`config.mk`:
```
export PLATFORM = sky130hd
export DESIGN_NAME = rpn_stack_evaluator_flat
export DESIGN_NICKNAME = d
export VERILOG_FILES = /design/src/design/rse_pkg.sv /design/src/design/rse_in_if.sv /design/src/design/rse_out_if.sv /design/src/design/rse_alu.sv /design/src/design/rpn_stack_evaluator.sv /design/src/flat_wrapper.sv
export SDC_FILE = /design/constraint.sdc
export NUM_CORES = 2
export LEC_CHECK = 0
export BUFFER_PORTS_ARGS = -buffer_cell sky130_fd_sc_hd__buf_2
export CAP_MARGIN = 20
export CORE_UTILIZATION = 25
export CTS_CLUSTER_DIAMETER = 200
export DETAILED_ROUTE_END_ITERATION = 16
export MAX_ROUTING_LAYER = met4
export SYNTH_ARGS = -nofsm -noshare
export SYNTH_HDL_FRONTEND = slang
export SYNTH_SLANG_ARGS = --single-unit
export TNS_END_PERCENT = 50
```
`constraint.sdc`:
```
create_clock -name clk -period 24.1 [get_ports clk]
set_input_delay 6.025 -clock clk [delete_from_list [all_inputs] [get_ports clk]]
set_output_delay 6.025 -clock clk [all_outputs]
set_load 0.01 [all_outputs]
```
`src/design/rse_pkg.sv`:
```
// ----------------------------------------------------------------------------
// rse_pkg
// Shared types, codes and helpers for the RPN stack evaluator.
// ----------------------------------------------------------------------------
package rse_pkg;

  // Payload widths.
  localparam int DATA_W = 32;
  localparam int FUNC_W = 3;
  localparam int ERR_W  = 3;

  // Default operand stack depth.
  localparam int RSE_DEPTH = 15;

  // Divider geometry: the dividend is the magnitude shifted up by 16 bits.
  localparam int FRAC_W    = 16;
  localparam int DVD_W     = DATA_W + FRAC_W;
  localparam int STEP_W    = $clog2(DVD_W);
  localparam int PROD_W    = 2 * DATA_W;

  typedef logic [FUNC_W-1:0]        func_t;
  typedef logic [ERR_W-1:0]         err_t;
  typedef logic signed [DATA_W-1:0] data_t;

  // Token function codes.
  localparam func_t FN_PUSH      = 3'd0;
  localparam func_t FN_ADD       = 3'd1;
  localparam func_t FN_SUB       = 3'd2;
  localparam func_t FN_MUL       = 3'd3;
  localparam func_t FN_DIV       = 3'd4;
  localparam func_t FN_UNKNOWN   = 3'd5;
  localparam func_t FN_MALFORMED = 3'd6;
  localparam func_t FN_FINISH    = 3'd7;

  // Error codes.
  localparam err_t ERR_NONE  = 3'd0;
  localparam err_t ERR_TOKEN = 3'd1;
  localparam err_t ERR_DEPTH = 3'd2;
  localparam err_t ERR_OP    = 3'd3;
  localparam err_t ERR_DIV0  = 3'd4;

  // Request to the shared arithmetic unit.
  typedef struct packed {
    logic  start;
    func_t op;
  } alu_req_t;

  // Response from the shared arithmetic unit.
  typedef struct packed {
    logic  done;
    data_t result;
  } alu_rsp_t;

  // Clamp a wide signed value to the signed 32-bit range.
  function automatic data_t sat_q(input logic signed [DVD_W-1:0] v);
    logic signed [DVD_W-1:0] hi;
    logic signed [DVD_W-1:0] lo;
    hi = DVD_W'(48'sh0000_7FFF_FFFF);
    lo = -hi - DVD_W'(48'sd1);
    if (v > hi) begin
      return data_t'(hi[DATA_W-1:0]);
    end else if (v < lo) begin
      return data_t'(lo[DATA_W-1:0]);
    end
    return data_t'(v[DATA_W-1:0]);
  endfunction

endpackage

```
`src/design/rse_in_if.sv`:
```
// ----------------------------------------------------------------------------
// rse_in_if
// Token channel: classified token with its operand, valid/ready handshake.
// ----------------------------------------------------------------------------
interface rse_in_if import rse_pkg::*; ();
  logic  valid;
  logic  ready;
  func_t func;
  data_t operand;

  modport source (output valid, output func, output operand, input ready);
  modport sink   (input valid, input func, input operand, output ready);
endinterface

```
`src/design/rse_out_if.sv`:
```
// ----------------------------------------------------------------------------
// rse_out_if
// Result channel: final value, latched error and empty flag.
// ----------------------------------------------------------------------------
interface rse_out_if import rse_pkg::*; ();
  logic  valid;
  logic  ready;
  data_t value;
  err_t  error_code;
  logic  was_empty;

  modport source (output valid, output value, output error_code, output was_empty,
                  input ready);
  modport sink   (input valid, input value, input error_code, input was_empty,
                  output ready);
endinterface

```
`src/design/rse_alu.sv`:
```
// ----------------------------------------------------------------------------
// rse_alu
// Shared Q16.16 arithmetic unit: saturating add and subtract in one step,
// rounded multiply in two steps, restoring divide at one quotient bit a cycle.
// ----------------------------------------------------------------------------
module rse_alu import rse_pkg::*; (
  input  logic     clk,
  input  logic     rst,
  input  alu_req_t req,
  input  data_t    a,
  input  data_t    b,
  output alu_rsp_t rsp
);

  localparam logic [1:0] AS_IDLE = 2'd0;
  localparam logic [1:0] AS_MUL  = 2'd1;
  localparam logic [1:0] AS_DIV  = 2'd2;
  localparam logic [1:0] AS_SIGN = 2'd3;

  logic [1:0]               state;
  logic signed [PROD_W-1:0] prod;
  logic [DVD_W-1:0]         dvd;
  logic [DATA_W-1:0]        rem;
  logic [DATA_W-1:0]        divisor;
  logic                     neg;
  logic [STEP_W-1:0]        step;
  logic                     done;
  data_t                    result;

  logic signed [PROD_W-1:0] rounded;
  logic [DATA_W:0]          rem_shift;
  logic                     fits;
  logic [DATA_W-1:0]        mag_a;
  logic [DATA_W-1:0]        mag_b;
  logic signed [DATA_W:0]   sum;

  // Operand magnitudes, add or subtract sum, rounding and one restoring divide step.
  always_comb begin
    mag_a     = a[DATA_W-1] ? (~a + 1'b1) : a;
    mag_b     = b[DATA_W-1] ? (~b + 1'b1) : b;
    rounded   = (prod + PROD_W'(64'sd32768)) >>> FRAC_W;
    rem_shift = {rem, dvd[DVD_W-1]};
    fits      = rem_shift >= {1'b0, divisor};
    if (req.op == FN_SUB) begin
      sum = {a[DATA_W-1], a} - {b[DATA_W-1], b};
    end else begin
      sum = {a[DATA_W-1], a} + {b[DATA_W-1], b};
    end
  end

  // Completion flag: raised in the cycle after an add or subtract starts, and at the
  // end of the multiply and divide sequences.
  always_ff @(posedge clk) begin
    if (rst) begin
      done <= 1'b0;
    end else begin
      done <= (state == AS_IDLE && req.start && req.op != FN_MUL && req.op != FN_DIV) ||
              (state == AS_MUL) || (state == AS_SIGN);
    end
  end

  // Sequencer of the shared unit.
  always_ff @(posedge clk) begin
    if (rst) begin
      state <= AS_IDLE;
    end else begin
      case (state)
        AS_IDLE: begin
          if (req.start) begin
            case (req.op)
              FN_MUL: begin
                prod  <= a * b;
                state <= AS_MUL;
              end
              FN_DIV: begin
                dvd     <= {mag_a, {FRAC_W{1'b0}}};
                divisor <= mag_b;
                rem     <= '0;
                neg     <= a[DATA_W-1] ^ b[DATA_W-1];
                step    <= '0;
                state   <= AS_DIV;
              end
              default: begin
                result <= sat_q(DVD_W'(sum));
              end
            endcase
          end
        end
        AS_MUL: begin
          result <= sat_q(rounded[DVD_W-1:0]);
          state  <= AS_IDLE;
        end
        AS_DIV: begin
          if (fits) begin
            rem <= DATA_W'(rem_shift - {1'b0, divisor});
          end else begin
            rem <= rem_shift[DATA_W-1:0];
          end
          dvd  <= {dvd[DVD_W-2:0], fits};
          step <= step + 1'b1;
          if (step == STEP_W'(DVD_W - 1)) begin
            state <= AS_SIGN;
          end
        end
        AS_SIGN: begin
          // Apply the quotient sign and clamp to the 32-bit range.
          if (neg) begin
            if (dvd > DVD_W'(48'h0000_8000_0000)) begin
              result <= data_t'(32'h8000_0000);
            end else begin
              result <= data_t'(~dvd[DATA_W-1:0] + 1'b1);
            end
          end else begin
            if (dvd > DVD_W'(48'h0000_7FFF_FFFF)) begin
              result <= data_t'(32'h7FFF_FFFF);
            end else begin
              result <= data_t'(dvd[DATA_W-1:0]);
            end
          end
          state <= AS_IDLE;
        end
        default: begin
          state <= AS_IDLE;
        end
      endcase
    end
  end

  assign rsp.done   = done;
  assign rsp.result = result;

endmodule

```
`src/design/rpn_stack_evaluator.sv`:
```
// ----------------------------------------------------------------------------
// rpn_stack_evaluator
// Reverse Polish evaluator over pre-classified tokens, signed Q16.16.
// ----------------------------------------------------------------------------
// Usage:
//   Tokens arrive on the tokens channel (func, operand) with valid/ready; a
//   transfer happens when both are high. Each finish token produces one
//   transfer on the results channel carrying the popped value, the latched
//   error code and an empty flag; no other token produces a result.
//   One token is processed at a time; tokens.ready is high only between tokens.
//   Divide uses the shared restoring divider, which produces one of 48
//   quotient bits per cycle. A depth error is found as soon as the operator
//   token is accepted; an unknown operator or a divide by zero is found once
//   both operands are read. Operands live in a DEPTH-entry memory with one
//   write and one registered read port; operators read their two entries in
//   the LOAD_B and LOAD_A states.
//   Reset empties the stack and clears the error; stack contents are not
//   cleared. The result register parts the two sides: a stalled receiver
//   blocks only the next finish token, which waits until the slot frees.
// ----------------------------------------------------------------------------
module rpn_stack_evaluator import rse_pkg::*; #(
  parameter int DEPTH = RSE_DEPTH
) (
  input  logic  clk,
  input  logic  rst,
  rse_in_if.sink    tokens,
  rse_out_if.source results
);

  localparam int CNT_W = $clog2(DEPTH + 1);
  localparam int IDX_W = $clog2(DEPTH);

  localparam logic [2:0] ST_IDLE   = 3'd0;
  localparam logic [2:0] ST_LOAD_B = 3'd1;
  localparam logic [2:0] ST_LOAD_A = 3'd2;
  localparam logic [2:0] ST_RUN    = 3'd3;
  localparam logic [2:0] ST_FIN    = 3'd4;

  logic [2:0]       state;
  logic [CNT_W-1:0] depth;
  err_t             err;
  func_t            func_q;
  data_t            op_b;

  data_t            mem [DEPTH];
  data_t            rd_data;
  logic [IDX_W-1:0] raddr;
  logic [IDX_W-1:0] waddr;
  data_t            wdata;
  logic             we;

  logic             out_valid;
  data_t            out_value;
  err_t             out_err;
  logic             out_empty;

  logic             accept;
  logic             room;
  logic             depth_ok;
  logic             fin_load;
  logic [CNT_W-1:0] depth_m1;
  logic [CNT_W-1:0] depth_m2;
  alu_req_t         alu_req;
  alu_rsp_t         alu_rsp;

  // Handshake and stack bookkeeping.
  always_comb begin
    accept   = tokens.valid && tokens.ready;
    depth_m1 = depth - CNT_W'(1);
    depth_m2 = depth - CNT_W'(2);
    room     = depth < CNT_W'(DEPTH);
    depth_ok = (depth >= CNT_W'(2)) && room;
    fin_load = (state == ST_FIN) && (!out_valid || results.ready);
    raddr    = (state == ST_LOAD_B) ? depth_m2[IDX_W-1:0] : depth_m1[IDX_W-1:0];
  end

  // Memory write port: operand pushes and arithmetic results.
  always_comb begin
    we    = 1'b0;
    waddr = depth[IDX_W-1:0];
    wdata = tokens.operand;
    if (state == ST_IDLE && accept && tokens.func == FN_PUSH && room) begin
      we = 1'b1;
    end else if (state == ST_RUN && alu_rsp.done) begin
      we    = 1'b1;
      waddr = depth_m2[IDX_W-1:0];
      wdata = alu_rsp.result;
    end
  end

  // Operand stack storage with registered read.
  always_ff @(posedge clk) begin
    if (we) begin
      mem[waddr] <= wdata;
    end
    rd_data <= mem[raddr];
  end

  // Start the shared unit once both operands are in hand.
  always_comb begin
    alu_req.op    = func_q;
    alu_req.start = (state == ST_LOAD_A) && (func_q != FN_UNKNOWN) &&
                    !(func_q == FN_DIV && op_b == '0);
  end

  rse_alu u_alu (
    .clk (clk),
    .rst (rst),
    .req (alu_req),
    .a   (rd_data),
    .b   (op_b),
    .rsp (alu_rsp)
  );

  // Token sequencer.
  always_ff @(posedge clk) begin
    if (rst) begin
      state <= ST_IDLE;
      depth <= '0;
      err   <= ERR_NONE;
    end else begin
      case (state)
        ST_IDLE: begin
          if (accept) begin
            case (tokens.func)
              FN_PUSH: begin
                if (room) begin
                  depth <= depth + CNT_W'(1);
                end
              end
              FN_MALFORMED: begin
                err <= ERR_TOKEN;
              end
              FN_FINISH: begin
                state <= ST_FIN;
              end
              default: begin
                if (depth_ok) begin
                  func_q <= tokens.func;
                  state  <= ST_LOAD_B;
                end else begin
                  err <= ERR_DEPTH;
                end
              end
            endcase
          end
        end
        ST_LOAD_B: begin
          op_b  <= rd_data;
          state <= ST_LOAD_A;
        end
        ST_LOAD_A: begin
          if (func_q == FN_UNKNOWN) begin
            err   <= ERR_OP;
            depth <= depth_m2;
            state <= ST_IDLE;
          end else if (func_q == FN_DIV && op_b == '0) begin
            err   <= ERR_DIV0;
            depth <= depth_m2;
            state <= ST_IDLE;
          end else begin
            state <= ST_RUN;
          end
        end
        ST_RUN: begin
          if (alu_rsp.done) begin
            depth <= depth_m1;
            state <= ST_IDLE;
          end
        end
        ST_FIN: begin
          if (fin_load) begin
            depth <= '0;
            err   <= ERR_NONE;
            state <= ST_IDLE;
          end
        end
        default: begin
          state <= ST_IDLE;
        end
      endcase
    end
  end

  // Result register.
  always_ff @(posedge clk) begin
    if (rst) begin
      out_valid <= 1'b0;
    end else if (fin_load) begin
      out_valid <= 1'b1;
    end else if (results.ready) begin
      out_valid <= 1'b0;
    end
  end

  always_ff @(posedge clk) begin
    if (fin_load) begin
      out_value <= (depth == '0) ? data_t'(0) : rd_data;
      out_err   <= err;
      out_empty <= (depth == '0);
    end
  end

  assign tokens.ready       = (state == ST_IDLE);
  assign results.valid      = out_valid;
  assign results.value      = out_value;
  assign results.error_code = out_err;
  assign results.was_empty  = out_empty;

  // The stack never holds more entries than it has room for.
  a_depth_bound: assert property (@(posedge clk) disable iff (rst)
    depth <= CNT_W'(DEPTH))
    else $error("stack depth beyond capacity");

  // The shared unit only reports completion while an operator waits on it.
  a_done_in_run: assert property (@(posedge clk) disable iff (rst)
    alu_rsp.done |-> state == ST_RUN)
    else $error("arithmetic completion outside of an operator");

  // Loading a result empties the stack and clears the error.
  a_finish_clears: assert property (@(posedge clk) disable iff (rst)
    fin_load |=> (depth == '0 && err == ERR_NONE && out_valid))
    else $error("finish did not clear the block");

  // A push with room grows the stack by exactly one entry.
  a_push_grows: assert property (@(posedge clk) disable iff (rst)
    (accept && tokens.func == FN_PUSH && room) |=> depth == $past(depth) + CNT_W'(1))
    else $error("push did not grow the stack");

endmodule
```
`src/flat_wrapper.sv`:
```
// flat-port wrapper written by rule: the top's interface ports become plain ports
module rpn_stack_evaluator_flat import rse_pkg::*;
#(
  parameter int DEPTH = RSE_DEPTH
)
  (clk, rst, tokens_valid, tokens_func, tokens_operand, tokens_ready, results_valid, results_value, results_error_code, results_was_empty, results_ready);
  rse_in_if tokens_i ();
  rse_out_if results_i ();
  input  logic clk;
  input  logic rst;
  input wire logic [$bits(tokens_i.valid)-1:0] tokens_valid;
  input wire logic [$bits(tokens_i.func)-1:0] tokens_func;
  input wire logic [$bits(tokens_i.operand)-1:0] tokens_operand;
  output wire logic [$bits(tokens_i.ready)-1:0] tokens_ready;
  output wire logic [$bits(results_i.valid)-1:0] results_valid;
  output wire logic [$bits(results_i.value)-1:0] results_value;
  output wire logic [$bits(results_i.error_code)-1:0] results_error_code;
  output wire logic [$bits(results_i.was_empty)-1:0] results_was_empty;
  input wire logic [$bits(results_i.ready)-1:0] results_ready;
  assign tokens_i.valid = tokens_valid;
  assign tokens_i.func = tokens_func;
  assign tokens_i.operand = tokens_operand;
  assign tokens_ready = tokens_i.ready;
  assign results_valid = results_i.valid;
  assign results_value = results_i.value;
  assign results_error_code = results_i.error_code;
  assign results_was_empty = results_i.was_empty;
  assign results_i.ready = results_ready;
  rpn_stack_evaluator #(.DEPTH(DEPTH)) u_core (.clk(clk), .rst(rst), .tokens(tokens_i), .results(results_i));
endmodule
```
# == Word-level counts from Yosys, hierarchy flattened ==
# Memory sizes are Yosys's and may differ from the RTL's. A register that Yosys moved wholly into a read port is not among the register bits.
# Index checks and enable logic that the tools add are counted.
# word_totals
output_inout_bits,38
regBits,300
memories,1
mem_bits_rw,480
# mem_list
name,words,width,read_ports,rd_ports_with_merged_regs,wr,line,source
u_core.mem,15,32,1,1,1,rpn_stack_evaluator.sv:45,data_t mem [DEPTH];
# op_classes
order_cmp,9
n_eq_ne,32
n_addsub,11
n_bitwise,6
n_reduce_logical,43
mul,1
n_mux,72
# ops
op,n
two-way mux 32 bit,17
"adder 32 x 1 -> 32 bit, second input constant",3
"greater-than comparator 48 x 32 -> 1 bit, second input constant",2
two-way mux 48 bit,2
NOT 32 bit,3
one-hot mux 32 bit (3 select lines),1
one-hot mux 48 bit (2 select lines),1
"adder 64 x 17 -> 64 bit, second input constant",1
multiplier 32 x 32 -> 64 bit,1
one-hot mux 32 bit (2 select lines),1
"greater-than comparator 48 x 31 -> 1 bit, second input constant",1
"less-than comparator 48 x 32 -> 1 bit, second input constant",1
two-way mux 4 bit,10
adder 32 x 32 -> 33 bit,1
greater-or-equal comparator 33 x 32 -> 1 bit,1
"greater-than comparator 33 x 32 -> 1 bit, second input constant",1
"less-than comparator 33 x 32 -> 1 bit, second input constant",1
two-way mux 33 bit,1
subtractor 32 x 32 -> 33 bit,1
zero test 32 bit,1
subtractor 32 bit,1
two-way mux 31 bit,1
two-way mux 3 bit,9
"!= test 2 bit, second input constant",9
other kinds (45),103

# == Logic depth before layout (Yosys ltp) ==
# logic_depth
ltp_word,13
ltp_mapped,30
depth_no_buf,27

# == Modules after synthesis ==
# A second synthesis with hierarchy kept.
# unflattened
hier_cells,7042
area_unflattened_um2,73639.4
# by_module_without_submodules
mod,area_each_um2,n_inst,cells_each
rse_alu,50608.5,1,5427
rpn_stack_evaluator,23030.8,1,1615

# == Worst setup path before layout ==
# OpenSTA, ideal clock, no wires.
# synth_timing
path_type,input port to flip-flop
from,in rst
to,"reg u_core.u_alu.dvd[0], enable pin"
slack_ps,11123
cell_stages,3
t_required_ps,23464
setup_ps,636
n_path_buf,2
t_arrival_ps,12341
cell_sequence,clkbuf_1 -> clkbuf_1 -> nor3_1
# synth_between
elab_chain_cells,2
# synth_lines
item,line,source
"start, declared",flat_wrapper.sv:10,input logic rst;
NOT 1 bit (no line),n/a,
AND reduction 4 bit (no line),n/a,
"end signal, assigned",rse_alu.sv:76,"dvd <= {mag_a, {FRAC_W{1'b0}}};"
"end signal, assigned",rse_alu.sv:99,"dvd <= {dvd[DVD_W-2:0], fits};"
"end, declared",rse_alu.sv:22,logic [DVD_W-1:0] dvd;
# Every way passes these cells.
# A chain may end at the register's enable or synchronous reset.

# == Worst setup path after layout ==
# layout_timing
from,reg u_core.rd_data[31] (read register of u_core.mem)
to,reg u_core.u_alu.prod[63] (data pin)
# layout_between
elab_chain_cells,1
# layout_lines
item,line,source
"start, declared",rpn_stack_evaluator.sv:46,data_t rd_data;
multiplier 32 x 32 -> 64 bit,rse_alu.sv:72,prod <= a * b;
"end signal, assigned",rse_alu.sv:72,
"end, declared",rse_alu.sv:21,logic signed [PROD_W-1:0] prod;
# Every way passes these cells.

==> impl_results.md <==
* Top-area cell type share of the netlist area at 30.5%
* Top cells by area, synth: edfxtp_1 (31%), fa_1 (29%), inv_1 (5.9%)
* Crit start category: register
* First drt pass iteration count at 12
* Fmax at 99.9 MHz
* Post-DRT Antenna Nets at 0
* DIE WIDTH at 546 um
* Flops & latches, synth at 797
* Register area share after synthesis at 31.8%
* Adder-cell share of the synthesized area at 33.7%
* WP data required at 24.54 ns
* Initial antenna violation count at 24
* Chip height at 546 um
* Vias in the first global route at 54.4k
* Area Growth Syn to Fin at 10.9%
* DRC errors left at 10
* I/O pin count at 77
* Critical path class: register to register
* Root Driver: clkbuf_16
* Cell variety after synth at 79
* Type of the tightest min-delay check: register to register
* Number of flops mapped to enable cells by yosys at 751
* Max_cap viols at 0
* Compound-Gate Fraction of Synth Area at 6.32%
* Vias per cell at 4.80
* Crit share post-route at 41.5%
* Std-Cell Rows at 199
* GRT Total Usage at 16.6%
* Mux cell area share after synthesis at 3.27%
* Largest net degree at the start of global routing at 91
* Crit end category: register
* DIE AREA at 0.298 mm^2
* Starting Density at 25.1%
* CP arrival at 10.45 ns
* CTS tree: done
* Top reg by flops: u_core.mem
* Skew final at 0.0979 ns
* PostCTS Resize Cnt at 0
* Core area at 0.294 mm^2
* Setup TNS at 0 ns
* Area leader, netlist: edfxtp_1
* Hpwl dp at 165,000 um
* # port buffers at 76
* CTS Buf Count at 82
* Top Registers: u_core.mem: 480 flops, u_core.u_alu.prod: 49 flops, u_core.u_alu.dvd: 48 flops
* Async set-reset flop share out of synthesis at 0%
* PnR worst setup slack at 14.09 ns
* Iter 0 DRT Violations at 5,247
* First-pass GRT wire length at 358,000 um
* Most common cell in the synthesized netlist: inv_1
* CP Max Fanout at 17
* Syn_nets at 8,272
* Total Nets Final at 8,173
* Synth Area in Simple Gates at 14.1%
* Max Root-Sink Buffers at 3
* Hold Buf Count CTS at 0
* Unrepaired setup endpoints after global routing: false
* Setup violators final at 0
* Mapped Cells at 6,894
* Via count of the routed design at 51.8k
* Period minus WS final at 10.01 ns
* Worst Max-Slew Pin Slew at 1.23 ns
* Max-slew headroom at 17.5%
* Final hold vios at 0
* Outcome: complete, but fails checks
* Slew Limit Fails at 0
* Total Wirelength at 240,000 um
* Skew-Pair Late Insertion Delay at 0.74 ns
* Mean Syn Cell Area at 10.7 um^2
* Congestion Overflow GR at 0
* GPL Wtd Cong at 0.956
* Largest register FFs at 480
* Postcts setup bufs at 0
* Xor and xnor area share after synthesis at 2.89%
* Sink Count at 797
* Most instantiated cells after synthesis: inv_1 (1,155), fa_1 (1,083), nand2_1 (936), edfxtp_1 (751), and2_1 (535)
* Failing checks: design-rule violations
* H-tree levels at 3
* Place WS at 14.18 ns
* Largest family of logic cells by synthesized area: adder cells
* Clock slew at reported path FFs at 0.07 ns
* Routed WL per cell at 22.2 um
* Cell Area, Synth at 0.0739 mm^2
* Post-synth top flop: edfxtp_1
* Synth Warn # at 0
* Share of cells above drive strength 1 at 7.93%
==> worst paths after layout <==
kind | depth (start not counted) | end | slack, ns | startpoint
hold reg to reg | 0 | u_core.results.error_code[2] | 0.48 | u_core.err[2]
setup reg to reg | 24 | u_core.u_alu.prod[63] | 14.09 | u_core.rd_data[31]
setup / recovery | 24 | u_core.u_alu.prod[63] | 14.09 | u_core.rd_data[31]
hold / removal | 0 | u_core.results.error_code[2] | 0.48 | u_core.err[2]
==> final cells by class <==
| type | instances | area [um^2] |
|---|---|---|
| Multi-Input combinational cell | 4545 | 44700 |
| Timing Repair Buffer | 213 | 1500 |
| Inverter | 1156 | 4340 |
| Clock buffer | 100 | 2150 |
| Clock inverter | 53 | 734 |
| Sequential cell | 797 | 23500 |
| Antenna cell | 10 | 25.0 |
| Fill cell | 30500 | 212000 |
| Tap cell | 3919 | 4900 |
==> cell usage in the layout (no fill, tap or decap), drive strengths merged, types with 29 or more instances in the layout <==
cell and n:
o31ai 29, inv 1162, a21o 48, a31oi 53, nand3 79, nand2b 41
a311oi 43, and3 36, a211oi 46, xor2 105, o21a 32, nand4 42
dfxtp 46, clkbuf 101, nor3 54, nand2 936, nor2b 69, edfxtp 751
or3 42, ha 256, nor2 218, o21ai 132, clkinv 31, and2 535
buf 212, xnor2 139, a21oi 171, fa 1083, mux4 96
==> cell families (layout without fill, tap and decap cells) <==
kind of cell	Yosys count	after routing
muxes	121	121
DFF	797	797
buffers and inverters	1552	1522
AOI/OAI and AO/OA	704	704
adders and majority gates	1339	1339
and+or+nand+nor	2137	2137
other	0	10
xor gates and xnor gates	244	244
==> metrics by stage <==
| stage | util [%] | hold WS (ns) | cell area [um^2] | std cells |
|---|---|---|---|---|
| after floorplan | - | 0.408 | 73900 | 6894 |
| after global placement | 26.8 | 0.463 | 78800 | 10600 |
| after detailed placement | 26.9 | 0.462 | 78900 | 10600 |
| after CTS | 27.8 | 0.477 | 81800 | 10800 |
| after global routing | 27.9 | 0.488 | 81900 | 10800 |
| final | 27.9 | 0.480 | 81900 | 10800 |
==> per-layer routing <==
metal	wire, um	GRT usage [%]
met5	0	-
met4	10200	6.00
met3	22500	3.76
met2	106000	24.9
met1	101000	21.8
==> worst max-delay path, cell delays in order, from the launching register on <==
cell and delay, ns:
dfxtp_2 0.60, clkinv_1 0.65, nor2_1 0.51, ha_1 0.37
inv_1 0.18, fa_1 0.45, fa_1 0.49, fa_1 0.56
inv_1 0.06, fa_1 0.49, fa_1 0.52, fa_1 0.54
inv_1 0.08, fa_1 0.57, inv_1 0.05, ha_1 0.40
nand4_1 0.20, or2_2 0.36, or4_1 0.55, inv_1 0.08
a31oi_1 0.35, o311ai_0 1.03, o21bai_1 0.24, a311oi_1 0.34
xnor2_1 0.12
Power is not shown: default switching activity piles up to over one toggle a cycle in this logic, so the estimate is an artifact.
